## src/hdl/drrq_pkg.sv

```systemverilog
// Shared types and constants for the directional resource request queues.
// No dependencies.
`timescale 1ns / 1ps
package drrq_pkg;
   localparam int unsigned STAMP_W = 32;
   localparam int unsigned AGENT_W = 4;
   localparam int unsigned DIR_W   = 2;
   localparam int unsigned CAP_W   = 5;
   localparam int unsigned NUM_CAP = 4;
   localparam logic [1:0] KIND_REQUEST = 2'd0;
   localparam logic [1:0] KIND_RELEASE = 2'd1;
   localparam logic [1:0] KIND_CHOOSE  = 2'd2;
   localparam logic [DIR_W-1:0] DIR_IDLE = '0;
   localparam logic [STAMP_W-1:0] STAMP_MAX = '1;

   // One queue slot as held in memory
   typedef struct packed {
      logic [AGENT_W-1:0] agent;
      logic [STAMP_W-1:0] stamp;
   } slot_type;
endpackage

```

## src/hdl/drrq_slot_ram.sv

```systemverilog
// Slot memory: one write port, one read port, registered read data.
// Depends on drrq_pkg.
`timescale 1ns / 1ps
module drrq_slot_ram import drrq_pkg::*; #(
   parameter int unsigned DEPTH = 64,
   parameter int unsigned ADDR_W = 6
) (
   input  logic              clock,
   input  logic              wr_en,
   input  logic [ADDR_W-1:0] wr_addr,
   input  slot_type          wr_data,
   input  logic [ADDR_W-1:0] rd_addr,
   output slot_type          rd_data
);
   slot_type mem [DEPTH];

   // Write and read; read data is registered
   always_ff @(posedge clock) begin
      if (wr_en) begin
         mem[wr_addr] <= wr_data;
      end
      rd_data <= mem[rd_addr];
   end
endmodule

```

## src/hdl/directional_resource_request_queues.sv

```systemverilog
// Top level of the directional resource request queues.
// Depends on drrq_pkg and drrq_slot_ram.
`timescale 1ns / 1ps
// Usage:
// One item enters on req_ (tdata: kind, requester, resource, travel_dir,
// stamp from bit 0 up). One result beat leaves on rsp_ per item (tdata:
// ack_valid, ack_to, clock_now, best_found, best_res from bit 0 up).
// The user writes capacities on csr_ while the block is idle (unchecked).
// Items are handled one at a time by a sequencer around one slot memory
// (NUM_RES*MAX_AGENTS entries, one read and one write per cycle).
// Before rsp_tvalid, a request reads and checks each slot of its queue,
// then, unless already queued or full, shifts up the slots from its place
// and inserts; release scans for the requester and shifts later slots down;
// choose reads the queues in order, stopping at one in its direction below
// capacity; an unused kind is done at once. The registered memory read sets
// the scan pace. req_tready rises the cycle after the result is handed on.
// Reset clears lengths, directions, clock and capacities (to 4); slot
// contents are never cleared since only slots below a queue's length
// are read. A stalled rsp_ holds its beat; a finished item waits for the
// output register to empty, and req_ is taken again once its result has
// moved into that register, even while that beat is still stalled.
module directional_resource_request_queues import drrq_pkg::*; #(
   parameter int unsigned NUM_RES = 4,
   parameter int unsigned MAX_AGENTS = 16
) (
   input  logic        clock,
   input  logic        reset,
   input  logic        req_tvalid,
   output logic        req_tready,
   // kind[1:0], requester[5:2], resource[7:6], travel_dir[9:8],
   // stamp[41:10], zero fill
   input  logic [47:0] req_tdata,
   output logic        rsp_tvalid,
   input  logic        rsp_tready,
   // ack_valid[0], ack_to[4:1], clock_now[36:5], best_found[37],
   // best_res[39:38]
   output logic [39:0] rsp_tdata,
   input  logic        csr_wr_en,
   input  logic [1:0]  csr_index,
   input  logic [4:0]  csr_wdata
);
   localparam int unsigned RES_W  = (NUM_RES > 1) ? $clog2(NUM_RES) : 1;
   localparam int unsigned LEN_W  = $clog2(MAX_AGENTS + 1);
   localparam int unsigned ADDR_W = $clog2(NUM_RES * MAX_AGENTS);
   localparam logic [LEN_W-1:0] LEN_FULL = LEN_W'(MAX_AGENTS);

   localparam logic [3:0] ST_IDLE   = 4'd0;
   localparam logic [3:0] ST_RD     = 4'd1;
   localparam logic [3:0] ST_CHK    = 4'd2;
   localparam logic [3:0] ST_INS    = 4'd3;
   localparam logic [3:0] ST_SHUP   = 4'd4;
   localparam logic [3:0] ST_SHDN   = 4'd5;
   localparam logic [3:0] ST_CRES   = 4'd6;
   localparam logic [3:0] ST_DONE   = 4'd7;
   localparam logic [3:0] ST_SHUPW  = 4'd8;
   localparam logic [3:0] ST_SHDNW  = 4'd9;

   // Registers
   logic [3:0]         state_ff, state_in;
   logic [1:0]         kind_ff, kind_in;
   logic [AGENT_W-1:0] agent_ff, agent_in;
   logic [1:0]         res_ff, res_in;
   logic [DIR_W-1:0]   dir_ff, dir_in;
   logic [STAMP_W-1:0] stamp_ff, stamp_in;
   logic [LEN_W-1:0]   idx_ff, idx_in;
   logic [LEN_W-1:0]   pos_ff, pos_in;
   logic               pos_set_ff, pos_set_in;
   logic               hit_ff, hit_in;
   logic [RES_W-1:0]   cr_ff, cr_in;
   logic               idle_v_ff, idle_v_in, full_v_ff, full_v_in;
   logic [RES_W-1:0]   idle_r_ff, idle_r_in, full_r_ff, full_r_in;
   logic               pick_v_ff, pick_v_in;
   logic [RES_W-1:0]   pick_r_ff, pick_r_in;
   logic [LEN_W-1:0]   len_ff [NUM_RES];
   logic [DIR_W-1:0]   rdir_ff [NUM_RES];
   logic [CAP_W-1:0]   cap_ff [NUM_CAP];
   logic [STAMP_W-1:0] clk_ff;
   logic               ov_ff;
   logic [39:0]        od_ff;

   // Memory ports
   logic              wr_en;
   logic [ADDR_W-1:0] wr_addr, rd_addr;
   slot_type          wr_data, rd_data;

   drrq_slot_ram #(.DEPTH(NUM_RES * MAX_AGENTS), .ADDR_W(ADDR_W)) u_ram (
      .clock(clock), .wr_en(wr_en), .wr_addr(wr_addr), .wr_data(wr_data),
      .rd_addr(rd_addr), .rd_data(rd_data)
   );

   function automatic logic [ADDR_W-1:0] addr_of(input logic [RES_W-1:0] r,
                                                 input logic [LEN_W-1:0] i);
      logic [ADDR_W+LEN_W-1:0] a;
      begin
         a = (ADDR_W+LEN_W)'(r) * (ADDR_W+LEN_W)'(MAX_AGENTS)
             + (ADDR_W+LEN_W)'(i);
         return a[ADDR_W-1:0];
      end
   endfunction

   logic               res_ok;
   logic [RES_W-1:0]   rr, crr;
   logic [LEN_W-1:0]   cur_len, c_len;
   logic [DIR_W-1:0]   c_dir;
   logic [CAP_W-1:0]   c_cap;
   logic [STAMP_W-1:0] nxt_clk;
   logic               goes_before, lower;
   logic               accept, fin;

   assign res_ok  = 32'(res_ff) < NUM_RES;
   assign rr      = RES_W'(res_ff);
   assign cur_len = res_ok ? len_ff[rr] : '0;
   assign crr     = cr_ff;
   assign c_len   = len_ff[crr];
   assign c_dir   = rdir_ff[crr];
   assign c_cap   = cap_ff[2'(crr)];
   assign nxt_clk = (stamp_ff == STAMP_MAX) ? stamp_ff : stamp_ff + 1'b1;
   assign goes_before = (rd_data.stamp > stamp_ff) ||
                        ((rd_data.stamp == stamp_ff) && (rd_data.agent >= agent_ff));
   assign lower = (LEN_W'(CAP_W'(c_len)) == c_len) ? (CAP_W'(c_len) < c_cap)
                                                    : 1'b0;
   assign accept = req_tvalid && req_tready;
   assign req_tready = (state_ff == ST_IDLE);

   // Sequencer: scan, shift and choose over the slot memory
   always_comb begin
      state_in = state_ff; kind_in = kind_ff; agent_in = agent_ff;
      res_in = res_ff; dir_in = dir_ff; stamp_in = stamp_ff;
      idx_in = idx_ff; pos_in = pos_ff; pos_set_in = pos_set_ff;
      hit_in = hit_ff; cr_in = cr_ff; idle_v_in = idle_v_ff;
      full_v_in = full_v_ff; idle_r_in = idle_r_ff; full_r_in = full_r_ff;
      pick_v_in = pick_v_ff; pick_r_in = pick_r_ff;
      wr_en = 1'b0; wr_addr = addr_of(rr, idx_ff);
      wr_data = '{agent: agent_ff, stamp: stamp_ff};
      rd_addr = addr_of(rr, idx_ff);
      fin = 1'b0;
      case (state_ff)
         ST_IDLE: begin
            if (accept) begin
               kind_in = req_tdata[1:0]; agent_in = req_tdata[5:2];
               res_in = req_tdata[7:6]; dir_in = req_tdata[9:8];
               stamp_in = req_tdata[41:10];
               idx_in = '0; pos_set_in = 1'b0; hit_in = 1'b0;
               cr_in = '0; idle_v_in = 1'b0; full_v_in = 1'b0; pick_v_in = 1'b0;
               case (req_tdata[1:0])
                  KIND_REQUEST, KIND_RELEASE: state_in = ST_RD;
                  KIND_CHOOSE: state_in = ST_CRES;
                  default: state_in = ST_DONE;
               endcase
            end
         end
         ST_RD: begin
            // Issue read of slot idx or finish the scan
            if (idx_ff >= cur_len) begin
               if (kind_ff == KIND_REQUEST) begin
                  if (!res_ok || hit_ff || (cur_len >= LEN_FULL && cur_len != '0)) begin
                     state_in = ST_DONE;
                  end else begin
                     if (!pos_set_ff) pos_in = cur_len;
                     idx_in = cur_len;
                     state_in = ST_SHUP;
                  end
               end else begin
                  state_in = ST_DONE;
               end
            end else begin
               state_in = ST_CHK;
            end
         end
         ST_CHK: begin
            if (kind_ff == KIND_REQUEST) begin
               if (rd_data.agent == agent_ff) hit_in = 1'b1;
               if (!pos_set_ff && goes_before) begin
                  pos_set_in = 1'b1; pos_in = idx_ff;
               end
               idx_in = idx_ff + 1'b1;
               state_in = ST_RD;
            end else if (rd_data.agent == agent_ff) begin
               idx_in = idx_ff + 1'b1;
               state_in = ST_SHDN;
            end else begin
               idx_in = idx_ff + 1'b1;
               state_in = ST_RD;
            end
         end
         ST_SHUP: begin
            // Move slot idx-1 up to idx, down to pos
            if (idx_ff == pos_ff) begin
               state_in = ST_INS;
            end else begin
               rd_addr = addr_of(rr, idx_ff - 1'b1);
               state_in = ST_SHUPW;
            end
         end
         ST_SHUPW: begin
            wr_en = 1'b1; wr_data = rd_data;
            idx_in = idx_ff - 1'b1;
            state_in = ST_SHUP;
         end
         ST_INS: begin
            wr_en = 1'b1;
            state_in = ST_DONE;
         end
         ST_SHDN: begin
            // Move slot idx down to idx-1 up to the tail
            if (idx_ff >= cur_len) begin
               state_in = ST_DONE;
            end else begin
               state_in = ST_SHDNW;
            end
         end
         ST_SHDNW: begin
            wr_en = 1'b1; wr_addr = addr_of(rr, idx_ff - 1'b1); wr_data = rd_data;
            idx_in = idx_ff + 1'b1;
            rd_addr = addr_of(rr, idx_ff + 1'b1);
            state_in = ST_SHDN;
         end
         ST_CRES: begin
            // Scan queue cr for the requester: idx counts issued reads,
            // pos_set marks that a read is in flight
            rd_addr = addr_of(crr, idx_ff);
            if (pos_set_ff && rd_data.agent == agent_ff) hit_in = 1'b1;
            if (idx_ff < c_len) begin
               idx_in = idx_ff + 1'b1; pos_set_in = 1'b1;
            end else begin
               pos_set_in = 1'b0;
               if (!pos_set_ff) begin
                  if (!hit_ff) begin
                     if (c_dir == dir_ff) begin
                        if (lower) begin
                           pick_v_in = 1'b1; pick_r_in = crr;
                        end else begin
                           full_v_in = 1'b1; full_r_in = crr;
                        end
                     end else if (c_dir == DIR_IDLE) begin
                        idle_v_in = 1'b1; idle_r_in = crr;
                     end
                  end
                  hit_in = 1'b0; idx_in = '0;
                  if ((!hit_ff && c_dir == dir_ff && lower) ||
                      32'(crr) == NUM_RES - 1) begin
                     state_in = ST_DONE;
                  end else begin
                     cr_in = crr + 1'b1;
                  end
               end
            end
         end
         ST_DONE: begin
            if (!ov_ff || rsp_tready) begin
               fin = 1'b1; state_in = ST_IDLE;
            end
         end
         default: state_in = ST_IDLE;
      endcase
   end

   logic [STAMP_W-1:0] clk_after;
   logic               bf;
   logic [1:0]         br;
   always_comb begin
      clk_after = clk_ff;
      if ((kind_ff == KIND_REQUEST || kind_ff == KIND_RELEASE) && nxt_clk > clk_ff)
         clk_after = nxt_clk;
      bf = 1'b0; br = '0;
      if (kind_ff == KIND_CHOOSE) begin
         if (pick_v_ff) begin bf = 1'b1; br = 2'(pick_r_ff); end
         else if (idle_v_ff) begin bf = 1'b1; br = 2'(idle_r_ff); end
         else if (full_v_ff) begin bf = 1'b1; br = 2'(full_r_ff); end
      end
   end

   assign rsp_tvalid = ov_ff;
   assign rsp_tdata  = od_ff;

   // Registers, queue lengths, directions, clock and output beat
   always_ff @(posedge clock) begin
      if (reset) begin
         state_ff <= ST_IDLE; ov_ff <= 1'b0; clk_ff <= '0;
         for (int i = 0; i < NUM_RES; i++) begin
            len_ff[i] <= '0; rdir_ff[i] <= DIR_IDLE;
         end
         for (int i = 0; i < NUM_CAP; i++) cap_ff[i] <= CAP_W'(4);
      end else begin
         state_ff <= state_in;
         if (csr_wr_en) cap_ff[csr_index] <= csr_wdata;
         // Load the result beat, or drop the held one once taken
         if (fin) begin
            ov_ff <= 1'b1;
            clk_ff <= clk_after;
            od_ff <= {br, bf, clk_after, (kind_ff == KIND_REQUEST) ? agent_ff : 4'd0,
                      kind_ff == KIND_REQUEST};
         end else if (ov_ff && rsp_tready) begin
            ov_ff <= 1'b0;
         end
         if (state_ff == ST_INS) begin
            len_ff[rr] <= cur_len + 1'b1;
            if (cur_len == '0) rdir_ff[rr] <= dir_ff;
         end
         if (state_ff == ST_SHDN && idx_ff >= cur_len) begin
            len_ff[rr] <= cur_len - 1'b1;
            if (cur_len == LEN_W'(1)) rdir_ff[rr] <= DIR_IDLE;
         end
      end
      kind_ff <= kind_in; agent_ff <= agent_in; res_ff <= res_in;
      dir_ff <= dir_in; stamp_ff <= stamp_in; idx_ff <= idx_in;
      pos_ff <= pos_in; pos_set_ff <= pos_set_in; hit_ff <= hit_in;
      cr_ff <= cr_in; idle_v_ff <= idle_v_in; full_v_ff <= full_v_in;
      idle_r_ff <= idle_r_in; full_r_ff <= full_r_in; pick_v_ff <= pick_v_in;
      pick_r_ff <= pick_r_in;
   end
endmodule
```

## config.mk

```make
export PLATFORM = sky130hd
export DESIGN_NAME = directional_resource_request_queues
export DESIGN_NICKNAME = d
export VERILOG_FILES = /design/src/hdl/drrq_pkg.sv /design/src/hdl/drrq_slot_ram.sv /design/src/hdl/directional_resource_request_queues.sv
export SDC_FILE = /design/constraint.sdc
export NUM_CORES = 2
export LEC_CHECK = 0
export BUFFER_PORTS_ARGS = -buffer_cell sky130_fd_sc_hd__buf_2
export CORE_MARGIN = 2
export CORE_UTILIZATION = 35
export DETAILED_ROUTE_END_ITERATION = 10
export PLACE_DENSITY = 0.57
export SYNTH_ARGS = -nofsm -noshare
export SYNTH_HDL_FRONTEND = slang
export SYNTH_SLANG_ARGS = --single-unit
```

## constraint.sdc

```tcl
create_clock -name clock -period 8.6 [get_ports clock]
set_clock_uncertainty 0.2 [all_clocks]
set_input_delay 1.29 -clock clock [delete_from_list [all_inputs] [get_ports clock]]
set_output_delay 1.29 -clock clock [all_outputs]
set_load 0.005 [all_outputs]
```

# Word-level counts from Yosys, hierarchy flattened
# Memory sizes are Yosys's and may differ from the RTL's. A register that Yosys moved wholly into a read port is not among the register bits.
# Cells that the tools add are included.
dict set report word_totals {
  reg_bits 142
  latch_bits 0
  ramBits 2352
  rom_bits 0
  inputBits 60
  elab_cells 256
  n_memories 4
}
# name depth width rd rd_clocked_by_memory_dff write_ports line_no
set mem_list {}
lappend mem_list {u_ram.mem 64 36 1 1 1 drrq_slot_ram.sv:15} ;# slot_type mem [DEPTH];
lappend mem_list {cap_ff 4 5 1 1 4 directional_resource_request_queues.sv:76} ;# logic [CAP_W-1:0] cap_ff [NUM_CAP];
lappend mem_list {len_ff 4 5 2 2 4 directional_resource_request_queues.sv:74} ;# logic [LEN_W-1:0] len_ff [NUM_RES];
lappend mem_list {rdir_ff 4 2 1 1 4 directional_resource_request_queues.sv:75} ;# logic [DIR_W-1:0] rdir_ff [NUM_RES];
dict set report classes {
  addsub 10
  multipliers 0
  n_div 0
  order_cmp 7
  n_eq_ne 40
  shift 0
  n_mux 115
  bitwise 8
  n_reduce_logical 50
}
# cell count
set op_table {}
lappend op_table {{$mux 5} 15}
lappend op_table {{$gt 32x32->1} 2}
lappend op_table {{$mux 32} 2}
lappend op_table {{$mux 1} 56}
lappend op_table {{$pmux 4 s10} 1}
lappend op_table {{$mux 36} 1}
lappend op_table {{$mux 4} 9}
lappend op_table {{$ne 2x2->1 const B} 18}
lappend op_table {{$mux 2} 17}
lappend op_table {{$add 32x1->32 const B} 1}
lappend op_table {{$eq 32x32->1} 1}
lappend op_table {{$eq 32x32->1 const B} 1}
lappend op_table {{$reduce_and 7->1} 4}
lappend op_table {{$pmux 5 s5} 1}
lappend op_table {{$add 6x5->6} 4}
lappend op_table {{$reduce_and 6->1} 4}
lappend op_table {{$pmux 6 s3} 1}
lappend op_table {{$eq 4x3->1 const B} 4}
lappend op_table {{$mux 6} 2}
lappend op_table {{$add 5x1->5 const B} 2}
lappend op_table {{$logic_and 1x1->1} 10}
lappend op_table {{$lt 5x5->1} 2}
lappend op_table {{$pmux 5 s2} 1}
lappend op_table {{$reduce_and 5->1} 2}
lappend op_table {{36 further kinds} 69}

# Logic depth before layout (Yosys ltp)
dict set report depth {
  depth_word 9
  ltp_mapped 18
  mapped_depth_nobuf 17
}

# Cells and area by module
# A second synthesis with hierarchy kept.
dict set report hier_totals {
  cells_unflattened 5059
  area_unflattened_um2 100348.7
}
# mod n_inst cells_per_inst area_each_um2 seq_area_each_um2
set modules_own_cells {}
lappend modules_own_cells {drrq_slot_ram 1 3823 88082.0 69907.0}
lappend modules_own_cells {directional_resource_request_queues 1 1236 12266.8 5415.2}

# Worst setup path after synthesis
# OpenSTA, ideal clock, no wires.
dict set report synth_path {
  kind {register -> register}
  start {register idx_ff[0]}
  end {memory u_ram.mem[42][0] (netlist name) (enable)}
  setup_ns 0.429
  arrival_ns 4.365
  t_required_ns 7.971
  setup_slack_ns 3.606
  path_stages_with_launch 12
  cell_sequence {edfxtp_1 -> buf_2 -> inv_1 -> buf_1 -> buf_1 -> ha_1 -> and3_1 -> xor2_1 -> ha_1 -> mux2i_1 -> nand3_1 -> nor2_1}
}
dict set report synth_via {
  elab_chain_cells 3
  elab_cells_between_ends 4
  cone_classes {add/sub (3); mux (1)}
}
# element line_no
set synth_rtl {}
lappend synth_rtl {{from (decl)} directional_resource_request_queues.sv:65} ;# logic [LEN_W-1:0] idx_ff, idx_in;
lappend synth_rtl {{from (signal assigned)} directional_resource_request_queues.sv:306} ;# dir_ff <= dir_in; stamp_ff <= stamp_in; idx_ff <= idx_in;
lappend synth_rtl {{$sub 5x1->5} directional_resource_request_queues.sv:213} ;# wr_en = 1'b1; wr_addr = addr_of(rr, idx_ff - 1'b1); wr_data = rd_data;
lappend synth_rtl {{$add 6x5->6} directional_resource_request_queues.sv:96} ;# + (ADDR_W+LEN_W)'(i);
lappend synth_rtl {{$mux 6 (*)} directional_resource_request_queues.sv:137} ;# case (state_ff)
lappend synth_rtl {{to (decl)} drrq_slot_ram.sv:15}
# Mark *: on every way between the ends. The rest lies on a longest branch, timed or not.

# Final worst setup path
dict set report layout_path {
  start {register stamp_ff[8]}
  end {register od_ff[31] (netlist: rsp_tdata[31]), data pin}
}
dict set report layout_via {
  elab_chain_cells 5
  elab_cells_between_ends 6
  cone_classes {add/sub (1); order compare (1); eq/ne (1); mux (2); reduce/logical (1)}
}
# element line_no
set layout_rtl {}
lappend layout_rtl {{from (decl)} directional_resource_request_queues.sv:64} ;# logic [STAMP_W-1:0] stamp_ff, stamp_in;
lappend layout_rtl {{from (signal assigned)} directional_resource_request_queues.sv:306}
lappend layout_rtl {{$add 32x1->32 or $eq 32x32->1 (tied branches)} directional_resource_request_queues.sv:117} ;# assign nxt_clk = (stamp_ff == STAMP_MAX) ? stamp_ff : stamp_ff + 1'b1;
lappend layout_rtl {{$mux 32 (*)} directional_resource_request_queues.sv:117}
lappend layout_rtl {{$gt 32x32->1} directional_resource_request_queues.sv:263} ;# if ((kind_ff == KIND_REQUEST || kind_ff == KIND_RELEASE) && nxt_clk > clk_ff)
lappend layout_rtl {{$logic_and 1x1->1} directional_resource_request_queues.sv:263}
lappend layout_rtl {{$mux 32 (*)} directional_resource_request_queues.sv:263}
lappend layout_rtl {{net clk_after[26]} directional_resource_request_queues.sv:258} ;# logic [STAMP_W-1:0] clk_after;
lappend layout_rtl {{to (signal assigned)} directional_resource_request_queues.sv:291} ;# od_ff <= {br, bf, clk_after, (kind_ff == KIND_REQUEST) ? agent_ff : 4'd0,
lappend layout_rtl {{to (decl)} directional_resource_request_queues.sv:79} ;# logic [39:0] od_ff;
# Mark *: on every way through the listed nets, which the timed path passes. The rest lies on a longest branch.
# A chain may end at the register's enable or synchronous reset.

==> impl_results.md <==
* IO Pins at 102
* Pwr/cell area at roughly 390 mW/mm²
* Number of global-route vias before repair at 57520
* Final cell count without fillers at between 10000 and 15000
* Sequential Area at between 0.07 and 0.08 mm²
* Synth warn at 0
* Top post-synthesis cells by area: edfxtp_1, mux4_2, nand2_1, mux2i_1, dfxtp_1
* Core Area at between 0.2 and 0.3 mm²
* Worst Setup End Kind: register
* Sequential element share of the synthesized area at 72.80%
* Die height at 547.7 µm
* DR pass1 iterations at 8
* Sink Count at around 2500
* Async SR Flop Fraction at 0%
* Final worst-path cycle share at 71.73%
* Leak Pwr at 38.32 nW
* Rows at 199
* EDFF count, synth at around 2500
* Longest Clk Path Bufs at 4
* Most common library cells after synthesis: edfxtp_1, nand2_1, mux4_2
* Post-layout net count at around 6400
* Post-synthesis cell area at 0.1035 mm²
* Area grow syn2layout at 14.78%
* CP max stage delay at between 600 and 700 ps
* Maximum fanout along the worst path at 17
* Worst EP required at 9100 ps
* VDD IR max at 0.0004129 V
* Starting density of the core at 35.18%
* Dpl cells at 9834
* Max-Cap Viols at 0
* Slew headroom at 16.87%
* Initial DRC Count at 7453
* Initial antenna violation count at 15
* CTS Buf Count at 285
* Placer congestion estimate at roughly 0.87
* Max-slew violations at 0
* GRT Overall Usage at ~20%
* Crit Path Class: register to register
* Layout cells sized above 1 at between 20% and 30%
* Fillers at approximately 26000
* Crit path DAT at 6670 ps
* Avg Vias per Cell at 5.656
* Setup TNS at 0 ps
* Setup violators final at 0
* Hold-fix buffers, CTS at 0
* TritonCTS clock tree: built
* Post-DRT Antenna Nets at 0
* Die Wd at 547.7 µm
* Synth Register Bits at 2534
* First-pass GRT wire length at 426300 µm
* Routed length per instance at between 20 and 30 µm
* Share of the synthesized area in the top cell type at 71.31%
* Post-Synth XOR/XNOR Area at less than 1%
* Top cell by count, worst path: a21o_1
* Final hold violation count at 0
* Via count at approximately 60000
* Fin crit period at 6169 ps
* Die area at 0.3000 mm²
* Hold Slack at approximately 270 ps
* Post-synthesis adder-cell area fraction at 1.113%
* Outcome: complete, no violations
* Largest net degree at the start of global routing at 149
* Final WS setup at 2431 ps
* Most common cell in the netlist: edfxtp_1
* CTS root buffer: clkbuf_16
* RSZ-0062 raised after global routing: false
* FMAX at 0.1621 GHz
* Proportion of synthesized area in mux cells at 13.16%
* Compound-Gate Fraction of Synth Area at approximately 4.0%
* Post-DP HPWL at 173500 µm
* Later-pin clock latency in the skew report at 980 ps
* Finished Core Util at approximately two fifths
* Worst-Margin Slew at 1241 ps
* Clock H-tree levels at 5
* Post-Syn Area per Cell at 17.40 µm²
* Synth area leader: edfxtp_1
* Syn Inst Count at 5946
* Synth Flop Type: edfxtp_1
* Place WS at around 2500 ps
* Hold crit path type: register to register
* Worst Setup Start Kind: register
* Footprint of the multi-input gates at approximately 0.027 mm²
* CTS resizes at 0
* Post-CTS setup buffer count at 0
* Largest family of logic cells by synthesized area: multiplexers
* Synth Area in Simple Gates at 6.604%
* Worst-path clk slew at ~60 ps
* Worst path cell trace: nand3_1 > nor4_1 > nand3_1 > nor2_1 > a21o_1 > nor4_1 > xnor2_1 > ha_1 > a21o_1 > a21o_1 > a21o_1 > a21o_1 > a21oi_1 > nor2_1 > nor4_2 > buf_4 > a21bo_1 > buf_4 > mux2_2
* Number of port buffers at 95
* Post-Route WL at around 300000 µm
* Post-synth cell types at 84
* Critical-path top delay cell: nor4_2
* Gr ovfl total at 0
* Synthesized net count at 6098
* # DRC at 0
## worst max-delay path, delay by kind of cell (launching register included)
family / cells / cell delay (ps)
simple gates: 7 / 1960
compound gates: 7 / 1680
buf+inv: 2 / 670
flops: 1 / 390
mux: 1 / 380
fa+ha+maj: 1 / 320
xor+xnor: 1 / 290
## placed cells by master, fill, tap and decap left out, types with 100 or more instances in the layout
cell type and n:
buf_4 195, nor3_1 130, mux4_2 506, nor2_1 100, clkbuf_16 292, nand3_1 198, edfxtp_1 2457, mux2i_1 181
inv_1 103, nand2_1 777
## metrics by stage
step / area [µm²] / power (mW)
finish: 118700 / 46.74
floorplan: 103500 / 28.10
detailed placement: 110100 / 35.41
global route: 118700 / 48.51
global placement: 110100 / 35.18
CTS: 118700 / 46.90
## logic make-up (layout without fill, tap and decap cells)
group / Yosys count / count (layout)
flops: 2534 / 2534
compound gates: 584 / 584
other cells: 0 / 5
xor+xnor: 52 / 52
mux: 723 / 723
simple gates: 1521 / 1521
fa+ha+maj: 92 / 92
buf+inv: 440 / 897
## final cells by class
| type | instances | share of cell area, % |
|---|---|---|
| multi-input cells | 2972 | 22.97 |
| flip-flops and latches | 2534 | 63.43 |
| repair buffers | 302 | 1.836 |
| well taps | 3919 | 4.129 |
| diodes | 5 | 0.01054 |
| clock buffers | 356 | 6.406 |
| clock inverters | 132 | 0.8777 |
| inverters | 107 | 0.3382 |
## power breakdown
part	internal, mW	switching (mW)	leakage (nW)	total (mW)
clock network	6.72	4.78	4.23	11.5
logic	7.03	12.8	11.3	19.8
registers	15.0	0.421	22.8	15.5
total	28.8	18.0	38.3	46.7
## routing by layer
metal  wire length [µm]  track usage [%]  share of wire, %  up-vias
met4              11770            7.789               3.9        6
met5                 41                0             0.014        -
li1                   -                -                 -    24280
met1             124400            27.39                41    30920
met2             139600            30.97                46     2737
met3              26570            3.631               8.8      465
## worst paths after layout
path               start             to  slack (ps)  cells past startpoint
min reg2reg   clk_ff[23]     clk_ff[23]         270                      2
max reg2reg  stamp_ff[8]  rsp_tdata[31]        2430                     19
min           clk_ff[23]     clk_ff[23]         270                      2
max          stamp_ff[8]  rsp_tdata[31]        2430                     19
## flip-flops by register name, indices dropped and copies added, names as in the netlist, 5 cells and up, named ones only
register and flops:
idx_ff 5, u_ram.mem 2304, pos_ff 5, clk_ff 32, cap_ff 20, u_ram.rd_data 36
stamp_ff 32, rdir_ff 8, rsp_tdata 40, len_ff 20
(Power assumes the default switching activity.)
